$ cat src/rtl/kwt_pkg.sv
package kwt_pkg;

    localparam int NAME_CHARS_KEPT = 8;
    localparam int BATCH_SLOTS = 3;

    localparam logic [7:0] CH_TAB        = 8'h09;
    localparam logic [7:0] CH_CR         = 8'h0D;
    localparam logic [7:0] CH_SPACE      = 8'h20;
    localparam logic [7:0] CH_ZERO       = 8'h30;
    localparam logic [7:0] CH_NINE       = 8'h39;
    localparam logic [7:0] CH_UPPER_A    = 8'h41;
    localparam logic [7:0] CH_UPPER_Z    = 8'h5A;
    localparam logic [7:0] CH_LOWER_A    = 8'h61;
    localparam logic [7:0] CH_LOWER_Z    = 8'h7A;
    localparam logic [7:0] CH_UNDERSCORE = 8'h5F;
    localparam logic [7:0] CH_PLUS       = 8'h2B;
    localparam logic [7:0] CH_MINUS      = 8'h2D;
    localparam logic [7:0] CH_STAR       = 8'h2A;
    localparam logic [7:0] CH_SLASH      = 8'h2F;
    localparam logic [7:0] CH_LPAREN     = 8'h28;
    localparam logic [7:0] CH_RPAREN     = 8'h29;
    localparam logic [7:0] CH_EQUAL      = 8'h3D;
    localparam logic [7:0] CH_SEMI       = 8'h3B;
    localparam logic [7:0] CH_COMMA      = 8'h2C;

    // Keyword spellings, first character in the lowest byte, unused bytes zero.
    localparam logic [63:0] KW_FUNCTION = 64'h6E6F_6974_636E_7566;
    localparam logic [63:0] KW_IF       = 64'h0000_0000_0000_6669;
    localparam logic [63:0] KW_ELSE     = 64'h0000_0000_6573_6C65;
    localparam logic [63:0] KW_WHILE    = 64'h0000_0065_6C69_6877;
    localparam logic [63:0] KW_TRUE_LC  = 64'h0000_0000_6575_7274;
    localparam logic [63:0] KW_TRUE_UC  = 64'h0000_0000_6575_7254;
    localparam logic [63:0] KW_FALSE_LC = 64'h0000_0065_736C_6166;
    localparam logic [63:0] KW_FALSE_UC = 64'h0000_0065_736C_6146;
    localparam logic [63:0] KW_AND      = 64'h0000_0000_0064_6E61;
    localparam logic [63:0] KW_OR       = 64'h0000_0000_0000_726F;
    localparam logic [63:0] KW_NOT      = 64'h0000_0000_0074_6F6E;

    typedef enum logic [4:0] {
        K_INTEGER  = 5'd0,
        K_PLUS     = 5'd1,
        K_MINUS    = 5'd2,
        K_MUL      = 5'd3,
        K_DIV      = 5'd4,
        K_LPAREN   = 5'd5,
        K_RPAREN   = 5'd6,
        K_ID       = 5'd7,
        K_ASSIGN   = 5'd8,
        K_SEMI     = 5'd9,
        K_COMMA    = 5'd10,
        K_FUNCTION = 5'd11,
        K_IF       = 5'd12,
        K_ELSE     = 5'd13,
        K_WHILE    = 5'd14,
        K_END      = 5'd15,
        K_TRUE     = 5'd16,
        K_FALSE    = 5'd17,
        K_AND      = 5'd18,
        K_OR       = 5'd19,
        K_NOT      = 5'd20,
        K_UNKNOWN  = 5'd21
    } tok_kind_t;

    typedef enum logic [1:0] {
        MODE_IDLE = 2'd0,
        MODE_NUM  = 2'd1,
        MODE_NAME = 2'd2
    } scan_mode_t;

    typedef struct packed {
        scan_mode_t  mode;
        logic [31:0] accum;
        logic [63:0] chars;
        logic [7:0]  len;
    } lex_state_t;

    typedef struct packed {
        logic        last;
        logic [7:0]  id_length;
        logic [63:0] id_text;
        logic [31:0] int_value;
        tok_kind_t   kind;
    } tok_t;

    typedef struct packed {
        logic [1:0]                 count;
        tok_t [BATCH_SLOTS-1:0]     tok;
    } batch_t;

    function automatic logic is_digit(input logic [7:0] c);
        return (c >= CH_ZERO) && (c <= CH_NINE);
    endfunction

    function automatic logic is_alpha(input logic [7:0] c);
        return ((c >= CH_UPPER_A) && (c <= CH_UPPER_Z)) ||
               ((c >= CH_LOWER_A) && (c <= CH_LOWER_Z));
    endfunction

    function automatic logic is_space(input logic [7:0] c);
        return (c == CH_SPACE) || ((c >= CH_TAB) && (c <= CH_CR));
    endfunction

    // accum * 10 + digit, saturating at the 32-bit maximum.
    function automatic logic [31:0] add_digit(input logic [31:0] accum,
                                              input logic [7:0] c);
        logic [35:0] wide;
        logic [35:0] digit;
        digit = {28'd0, c - CH_ZERO};
        wide  = ({4'd0, accum} << 3) + ({4'd0, accum} << 1) + digit;
        return (wide[35:32] != 4'd0) ? 32'hFFFF_FFFF : wide[31:0];
    endfunction

    function automatic logic [63:0] add_name_char(input logic [63:0] chars,
                                                  input logic [7:0] len,
                                                  input logic [7:0] c);
        logic [63:0] res;
        res = chars;
        for (int i = 0; i < NAME_CHARS_KEPT; i++) begin
            if (len == 8'(i)) begin
                res[8*i +: 8] = c;
            end
        end
        return res;
    endfunction

    function automatic tok_kind_t keyword_kind(input logic [63:0] chars,
                                               input logic [7:0] len);
        tok_kind_t k;
        k = K_ID;
        case (len)
            8'd2: begin
                if (chars == KW_IF) k = K_IF;
                else if (chars == KW_OR) k = K_OR;
            end
            8'd3: begin
                if (chars == KW_AND) k = K_AND;
                else if (chars == KW_NOT) k = K_NOT;
            end
            8'd4: begin
                if (chars == KW_ELSE) k = K_ELSE;
                else if (chars == KW_TRUE_LC || chars == KW_TRUE_UC) k = K_TRUE;
            end
            8'd5: begin
                if (chars == KW_WHILE) k = K_WHILE;
                else if (chars == KW_FALSE_LC || chars == KW_FALSE_UC) k = K_FALSE;
            end
            8'd8: begin
                if (chars == KW_FUNCTION) k = K_FUNCTION;
            end
            default: k = K_ID;
        endcase
        return k;
    endfunction

    function automatic tok_kind_t single_kind(input logic [7:0] c);
        tok_kind_t k;
        case (c)
            CH_PLUS:   k = K_PLUS;
            CH_MINUS:  k = K_MINUS;
            CH_STAR:   k = K_MUL;
            CH_SLASH:  k = K_DIV;
            CH_LPAREN: k = K_LPAREN;
            CH_RPAREN: k = K_RPAREN;
            CH_EQUAL:  k = K_ASSIGN;
            CH_SEMI:   k = K_SEMI;
            CH_COMMA:  k = K_COMMA;
            default:   k = K_UNKNOWN;
        endcase
        return k;
    endfunction

    // Token that a pending number or name turns into when it is closed.
    function automatic tok_t pending_tok(input lex_state_t s);
        tok_t t;
        tok_kind_t k;
        t = '0;
        k = keyword_kind(s.chars, s.len);
        if (s.mode == MODE_NUM) begin
            t.kind      = K_INTEGER;
            t.int_value = s.accum;
        end else if (k == K_ID) begin
            t.kind      = K_ID;
            t.id_text   = s.chars;
            t.id_length = s.len;
        end else begin
            t.kind = k;
        end
        return t;
    endfunction

endpackage

$ cat src/rtl/kwt_lexer.sv
module kwt_lexer import kwt_pkg::*; (
    input  lex_state_t  st,
    input  logic [7:0]  char_code,
    input  logic        is_final,
    output lex_state_t  st_next,
    output batch_t      batch
);

    logic       digit;
    logic       alpha;
    logic       name_c;
    logic       ext_num;
    logic       ext_name;
    logic       cont;
    lex_state_t mid;

    assign digit    = is_digit(char_code);
    assign alpha    = is_alpha(char_code);
    assign name_c   = alpha || digit || (char_code == CH_UNDERSCORE);
    assign ext_num  = (st.mode == MODE_NUM) && digit;
    assign ext_name = (st.mode == MODE_NAME) && name_c;
    assign cont     = ext_num || ext_name;

    // State after the character itself, before the final flag is applied.
    always_comb begin
        mid = st;
        if (ext_num) begin
            mid.accum = add_digit(st.accum, char_code);
        end else if (ext_name) begin
            mid.chars = add_name_char(st.chars, st.len, char_code);
            mid.len   = (st.len == 8'hFF) ? st.len : st.len + 8'd1;
        end else begin
            mid = '0;
            mid.mode = MODE_IDLE;
            if (digit) begin
                mid.mode  = MODE_NUM;
                mid.accum = add_digit(32'd0, char_code);
            end else if (alpha) begin
                mid.mode  = MODE_NAME;
                mid.chars = {56'd0, char_code};
                mid.len   = 8'd1;
            end
        end
    end

    always_comb begin
        tok_t single;
        tok_t end_tok;
        logic [1:0] n;
        n = 2'd0;
        batch = '0;
        single = '0;
        single.kind = single_kind(char_code);
        end_tok = '0;
        end_tok.kind = K_END;

        if (!cont && st.mode != MODE_IDLE) begin
            batch.tok[n] = pending_tok(st);
            n = n + 2'd1;
        end
        if (!cont && !digit && !alpha && !is_space(char_code)) begin
            batch.tok[n] = single;
            n = n + 2'd1;
        end
        if (is_final && mid.mode != MODE_IDLE) begin
            batch.tok[n] = pending_tok(mid);
            n = n + 2'd1;
        end
        if (is_final) begin
            batch.tok[n] = end_tok;
            n = n + 2'd1;
        end
        if (n != 2'd0) begin
            batch.tok[n - 2'd1].last = 1'b1;
        end
        batch.count = n;
    end

    always_comb begin
        st_next = mid;
        if (is_final) begin
            st_next = '0;
            st_next.mode = MODE_IDLE;
        end
    end

endmodule

$ cat src/rtl/kwt_outbuf.sv
module kwt_outbuf import kwt_pkg::*; (
    input  logic   aclk,
    input  logic   aresetn,
    input  logic   load_valid,
    input  batch_t load_batch,
    output logic   load_ready,
    output logic   out_valid,
    output tok_t   out_tok,
    input  logic   out_ready
);

    tok_t [BATCH_SLOTS-1:0] slot_reg;
    logic [1:0]             count_reg;
    logic                   pop;

    assign out_valid  = (count_reg != 2'd0);
    assign out_tok    = slot_reg[0];
    assign pop        = out_valid && out_ready;
    // The buffer can take a new batch once it is empty after this cycle.
    assign load_ready = (count_reg == 2'd0) || ((count_reg == 2'd1) && out_ready);

    always_ff @(posedge aclk) begin
        if (!aresetn) begin
            count_reg <= 2'd0;
        end else if (load_valid && load_ready) begin
            count_reg <= load_batch.count;
        end else if (pop) begin
            count_reg <= count_reg - 2'd1;
        end
    end

    always_ff @(posedge aclk) begin
        if (load_valid && load_ready) begin
            slot_reg <= load_batch.tok;
        end else if (pop) begin
            slot_reg[0] <= slot_reg[1];
            slot_reg[1] <= slot_reg[2];
        end
    end

endmodule

$ cat src/rtl/keyword_tokenizer_unit.sv
// Keyword tokenizer: turns a character stream into a token stream.
// The slave channel takes one ASCII character per transaction in s_tdata;
// s_tlast marks the last character of a text, which closes any pending
// token and appends an END token. The master channel delivers one token per
// transaction; m_tlast is set on the last token caused by a character.
// A character is held in an input register, decoded by one pass of logic
// against the scanner state, and its zero to three tokens are loaded into a
// three-entry result buffer once it can take them; the master channel is
// fed from that buffer. Throughput is one character per cycle while each
// character causes at most one token and the receiver does not stall; a
// character that causes more tokens holds the master channel for one
// transaction per token, which is what sets the rate in that case.
// When the receiver stalls, the result buffer holds its tokens and one more
// character waits in the input register; s_tready falls after that.
// Reset (aresetn low, synchronous) empties both registers and returns the
// scanner to idle with no number or name pending.
module keyword_tokenizer_unit import kwt_pkg::*; (
    input  logic         aclk,
    input  logic         aresetn,
    input  logic         s_tvalid,
    output logic         s_tready,
    input  logic [7:0]   s_tdata,   // [7:0] char_code
    input  logic         s_tlast,   // is_final
    output logic         m_tvalid,
    input  logic         m_tready,
    output logic [111:0] m_tdata,   // [4:0] token_kind, [36:5] int_value,
                                    // [100:37] id_text, [108:101] id_length,
                                    // [111:109] zero
    output logic         m_tlast    // run_last
);

    // Input register: one accepted character waiting to be decoded.
    logic       in_valid_reg;
    logic [7:0] char_reg;
    logic       final_reg;

    // Scanner state carried from character to character.
    lex_state_t st_reg;
    lex_state_t st_next;

    batch_t batch;
    logic   load_ready;
    logic   advance;
    tok_t   head;

    assign advance  = in_valid_reg && load_ready;
    assign s_tready = !in_valid_reg || load_ready;

    always_ff @(posedge aclk) begin
        if (!aresetn) begin
            in_valid_reg <= 1'b0;
        end else if (s_tvalid && s_tready) begin
            in_valid_reg <= 1'b1;
        end else if (advance) begin
            in_valid_reg <= 1'b0;
        end
    end

    always_ff @(posedge aclk) begin
        if (s_tvalid && s_tready) begin
            char_reg  <= s_tdata;
            final_reg <= s_tlast;
        end
    end

    // The scanner state moves on only when the character's tokens are
    // taken by the result buffer.
    always_ff @(posedge aclk) begin
        if (!aresetn) begin
            st_reg <= '{mode: MODE_IDLE, default: '0};
        end else if (advance) begin
            st_reg <= st_next;
        end
    end

    kwt_lexer u_lexer (
        .st        (st_reg),
        .char_code (char_reg),
        .is_final  (final_reg),
        .st_next   (st_next),
        .batch     (batch)
    );

    kwt_outbuf u_outbuf (
        .aclk       (aclk),
        .aresetn    (aresetn),
        .load_valid (in_valid_reg),
        .load_batch (batch),
        .load_ready (load_ready),
        .out_valid  (m_tvalid),
        .out_tok    (head),
        .out_ready  (m_tready)
    );

    assign m_tdata = {3'd0, head.id_length, head.id_text, head.int_value, head.kind};
    assign m_tlast = head.last;

endmodule

$ cat config.mk
export PLATFORM = sky130hd
export DESIGN_NAME = keyword_tokenizer_unit
export DESIGN_NICKNAME = d
export VERILOG_FILES = /design/src/rtl/kwt_pkg.sv /design/src/rtl/kwt_lexer.sv /design/src/rtl/kwt_outbuf.sv /design/src/rtl/keyword_tokenizer_unit.sv
export SDC_FILE = /design/constraint.sdc
export NUM_CORES = 1
export LEC_CHECK = 0
export BUFFER_PORTS_ARGS = -buffer_cell sky130_fd_sc_hd__buf_2
export CORE_MARGIN = 4
export CORE_UTILIZATION = 35
export CTS_BUF_LIST = sky130_fd_sc_hd__clkbuf_8 sky130_fd_sc_hd__clkbuf_16
export DETAILED_ROUTE_END_ITERATION = 7
export HOLD_SLACK_MARGIN = 0.08
export PLACE_DENSITY = 0.59
export SLEW_MARGIN = 40
export SYNTH_ARGS = -nofsm -noshare
export SYNTH_HDL_FRONTEND = slang
export SYNTH_SLANG_ARGS = --single-unit
$ cat constraint.sdc
create_clock -name aclk -period 17.92 [get_ports aclk]
set_clock_uncertainty 0.1 [all_clocks]
set_input_delay 5.376 -clock aclk [delete_from_list [all_inputs] [get_ports aclk]]
set_output_delay 5.376 -clock aclk [all_outputs]
set_load 0.005 [all_outputs]
Word-level counts from Yosys, hierarchy flattened
Index checks and enable logic that the tools add are counted.
Operators by class
  bitwise operators: 3
  order comparisons: 16
  reduce and logical (&&, ||, !) cells: 44
  multiplexer cells: 83
  add/subtract/negate cells: 9
  equal/unequal tests: 53
Operators with widths (count)
  two-way mux 330 bit: 4
  bitwise mux 330 bit: 3
  demux 110 bit (select 2 bit): 4
  two-way mux 72 bit: 8
  two-way mux 110 bit: 4
  two-way mux 220 bit: 2
  == test 64 x 31 -> 1 bit, second input constant: 6
  == test 64 x 39 -> 1 bit, second input constant: 6
  bitwise AND 318 bit: 1
  NOT 318 bit: 1
  == test 64 x 15 -> 1 bit, second input constant: 4
  == test 64 x 23 -> 1 bit, second input constant: 4
  two-way mux 32 bit: 5
  == test 64 x 63 -> 1 bit, second input constant: 2
  two-way mux 5 bit: 23
  two-way mux 109 bit: 1
  two-way mux 106 bit: 1
  == test 8 x 6 -> 1 bit, second input constant: 10
  two-way mux 8 bit: 10
  one-hot mux 5 bit (5 select lines): 2
  == test 8 x 3 -> 1 bit, second input constant: 6
  one-hot mux 5 bit (9 select lines): 1
  adder 35 x 33 -> 36 bit: 1
  adder 36 x 8 -> 36 bit: 1
  other kinds (36): 98
Word-level totals
  register bits: 448

Logic depth before layout (Yosys ltp)
  word-level depth: 25
  depth in mapped cells: 23

By module
Synthesis repeated with hierarchy kept, for this count alone.
Second synthesis, totals
  cells, all modules: 2913
  area total of the unflattened synthesis: 28598.7 µm²
Modules (own cells, without submodules)
  kwt_outbuf: cells each 707, area an instance 14512.7 µm², times used 1
  kwt_lexer: cells each 1703, area an instance 9564.2 µm², times used 1
  keyword_tokenizer_unit: cells each 503, area an instance 4521.8 µm², times used 1

Worst setup path after synthesis
OpenSTA, ideal clock, no wires.
  path kind: input-to-output
  start point: in m_tready
  end point: out s_tready
  stages on the path: 2
  arrival: 5.642 ns
  slack: 6.802 ns
  buffers on the path: 0
  cell sequence: a21oi_1 -> nand2_1
On the way
  longest elaborated chain between the ends: 3
Ends and longest elaborated chain
  from (decl): line keyword_tokenizer_unit.sv:25  | input logic m_tready,
  logical AND 1 bit: line kwt_outbuf.sv:20  | assign load_ready = (count_reg == 2'd0) || ((count_reg == 2'd1) && out_ready);
  logical OR 1 bit: line kwt_outbuf.sv:20
  logical OR 1 bit: line keyword_tokenizer_unit.sv:47  | assign s_tready = !in_valid_reg || load_ready;
  to (decl): line keyword_tokenizer_unit.sv:21  | output logic s_tready,
Every way passes these cells.

Worst setup path in the final report
Ends and elaborated chain as after synthesis.

==> results.yml <==
run_status:
  outcome: "complete, no violations"
synthesis:
  synth_async_sr_flop_share_pct: 0
  synth_area_leaders: "edfxtp_1 (39%), dfxtp_1 (8.4%), nand2_1 (5.6%), a22oi_1 (3.7%), ha_1 (3.7%)"
  synth-main-ff-cell: "edfxtp_1"
  synth_cells: 2728
  yosys_warnings: 0
  avgSynthCellArea_um2: 9.47
  synth.cell_area_um2: 25800
  synth-simple-area-share_pct: 19.3
  synth_fa_ha_area_share_pct: 4.15
  synth-edff-count: 339
  synth_compound_area_share_pct: 19.0
  synth-seq-cells: 448
  synthXorXnorAreaFrac_pct: 1.25
  yosys.area.top_type: "edfxtp_1"
  seq_area_frac_synth_pct: 47.9
  ys_types: 93
  synth_mux_area_share_pct: 1.35
  synth_top_family_by_area: "simple AND/OR/NAND/NOR gates"
  synth.top_cell.area_share_pct: 39.4
critical_path:
  reg2reg_slack_ns: 11.08
  cp-end-kind: "output pin"
  rr_startpoint: "char_reg[4]"
  crit_start: "m_tready"
  critPathLaunchType: "input pin"
  worstPathRequired_ns: 12.44
  critPathArrivalTime_ns: 5.95
  path_max_fanout: 3
  critPathKind: "in2out"
  r2r-end: "u_outbuf.out_tok[91]"
  reg2reg_depth: 17
sta:
  post-route-min-period_ns: 11.43
  hold_viol_final: 0
  min_period_over_period_pct: 63.8
  whs_ns: 0.403
  setup_viol_count_final: 0
  drv_slew: 0
  rsz0062_at_grt: "false"
  fmax_mhz: 87.5
  fin_ws_ns: 6.49
  setup_tns_ns: 0
  slew_headroom_pct: 38.3
  worstMarginPinSlew_ns: 0.917
cells_and_area:
  final_common_cell: "nand2_1"
  fin_area_um2: 28200
  largest_reg_flops: 220
  layout-drive-gt1-share_pct: 11.7
  nets: 2754
  synthToLayoutAreaGrowth_pct: 9.24
  nFillCells: 7279
  utilization_pct: 38.6
  final_cells: 3660
  final_cell_mix: "nand2_1 (384), edfxtp_1 (339), nor2_1 (204)"
hold_path:
  hold_path_class: "reg2reg"
  holdPathStages: 2
  min_to: "st_reg[75]"
  hp-start: "st_reg[75]"
grt:
  grt_pass1_wl_um: 132000
  grt_max_degree: 98
  grt_use_met2_pct: 34.5
  grt_overflow_total: 0
  grt_most_used_layer: "met2"
  grt_pass1_vias: 20500
  grtUsageTotal_pct: 21.6
  antenna_found_initial: 0
  grt_util_met1_pct: 30.6
  met3_usage_pct: 3.01
detailed_routing:
  routed_wl_um: 87300
  viasPerCell: 5.83
  vias: 21300
  wl_per_cell_um: 23.9
  drtIter0Drc: 2282
  drc: 0
  first_pass_iters: 6
  ant_nets: 0
pwr:
  fin_total_pwr_mw: 2.96
  vdd_ir_drop_max_uv: 79.7
  p_per_area_nw_per_um2: 105
  p_leak_nw: 10.1
clocking:
  clk_pin_slew_ns: 0.07
  clock-sinks: 448
  cts_buffers: 51
  cts_tree: "yes"
  cts_root_buffer: "clkbuf_16"
  clk_latency_ns: 0.61
  cts.path.max_buffers: 3
  postCtsSetupRepairBufs: 0
  h-tree-depth: 2
  cts_resized: 0
  ctsHoldBuffers: 0
run:
  max_cap_viol_count: 0
placed_design:
  place_ws_ns: 6.51
  portBuffers: 124
  routabilityCongestion: 0.929
  dpl.hpwl_um: 58200
  placed_area_um2: 26500
  dp.cells: 3565
die:
  rows: 99
  die_area_um2: 78200
  start_util_pct: 35.3
  coreArea_um2: 73100
  io_pins: 128
  die_h_um: 280
  fp.dieW_um: 280
cell families after synthesis:
family | after synthesis
AND/OR/NAND/NOR | 1012
AO/OA/AOI/OAI | 764
flip-flops | 448
buffers and inverters | 351
adder cells (fa/ha/maj) | 82
XOR/XNOR | 36
multiplexers | 34
other | 1
cell usage after synthesis (all sizes together) (12+ instances only):
cell	count
nand2	387
edfxtp	339
o21ai	288
nor2	208
buf	163
clkbuf	136
a22oi	128
dfxtp	109
a21oi	88
ha	76
nor3	73
nor2b	59
inv	52
a22o	37
nand3	37
and2	36
or3	32
a21o	31
nand4	31
mux2i	30
nor4	29
a31oi	28
o31ai	28
and3	23
xnor2	21
o22ai	20
nand2b	18
or4	15
xor2	15
or2	12
worst max path at each step:
stage,endpoint,slack [ns],cells after the start
detailed placement,s_tready,6.51,4
global placement,s_tready,6.46,4
floorplan,s_tready,6.80,2
CTS,s_tready,6.51,4
finish,s_tready,6.49,4
global route,s_tready,6.47,4
cell type report:
class	count	area, um^2	area share [%]
clock inverters	39	319	1.13
repair buffers	175	1040	3.69
flip-flops and latches	448	12400	43.8
multi-input cells	1931	11700	41.6
well taps	959	1200	4.25
diodes	1	2.50	0.00887
inverters	52	205	0.727
clock buffers	55	1340	4.76
routing by layer:
| metal | vias to the layer above | part of all wire, % |
|---|---|---|
| met5 | - | 0 |
| met4 | 0 | 2.8 |
| met3 | 144 | 6.2 |
| met2 | 849 | 46 |
| met1 | 10500 | 45 |
| li1 | 9832 | - |
critical path, stage by stage:
cell     delay, ns
buf_2         0.11
a21oi_1       0.23
nand2_1       0.09
buf_2         0.13
power breakdown:
group,leakage (nW),internal (mW),switching (mW),total [mW]
Sequential,4.14,1.35,0.0544,1.41
Combinational,5.08,0.161,0.340,0.501
Clock,0.847,0.599,0.454,1.05
Total,10.1,2.11,0.848,2.96
Note: power is estimated with default switching activity, not from simulation.
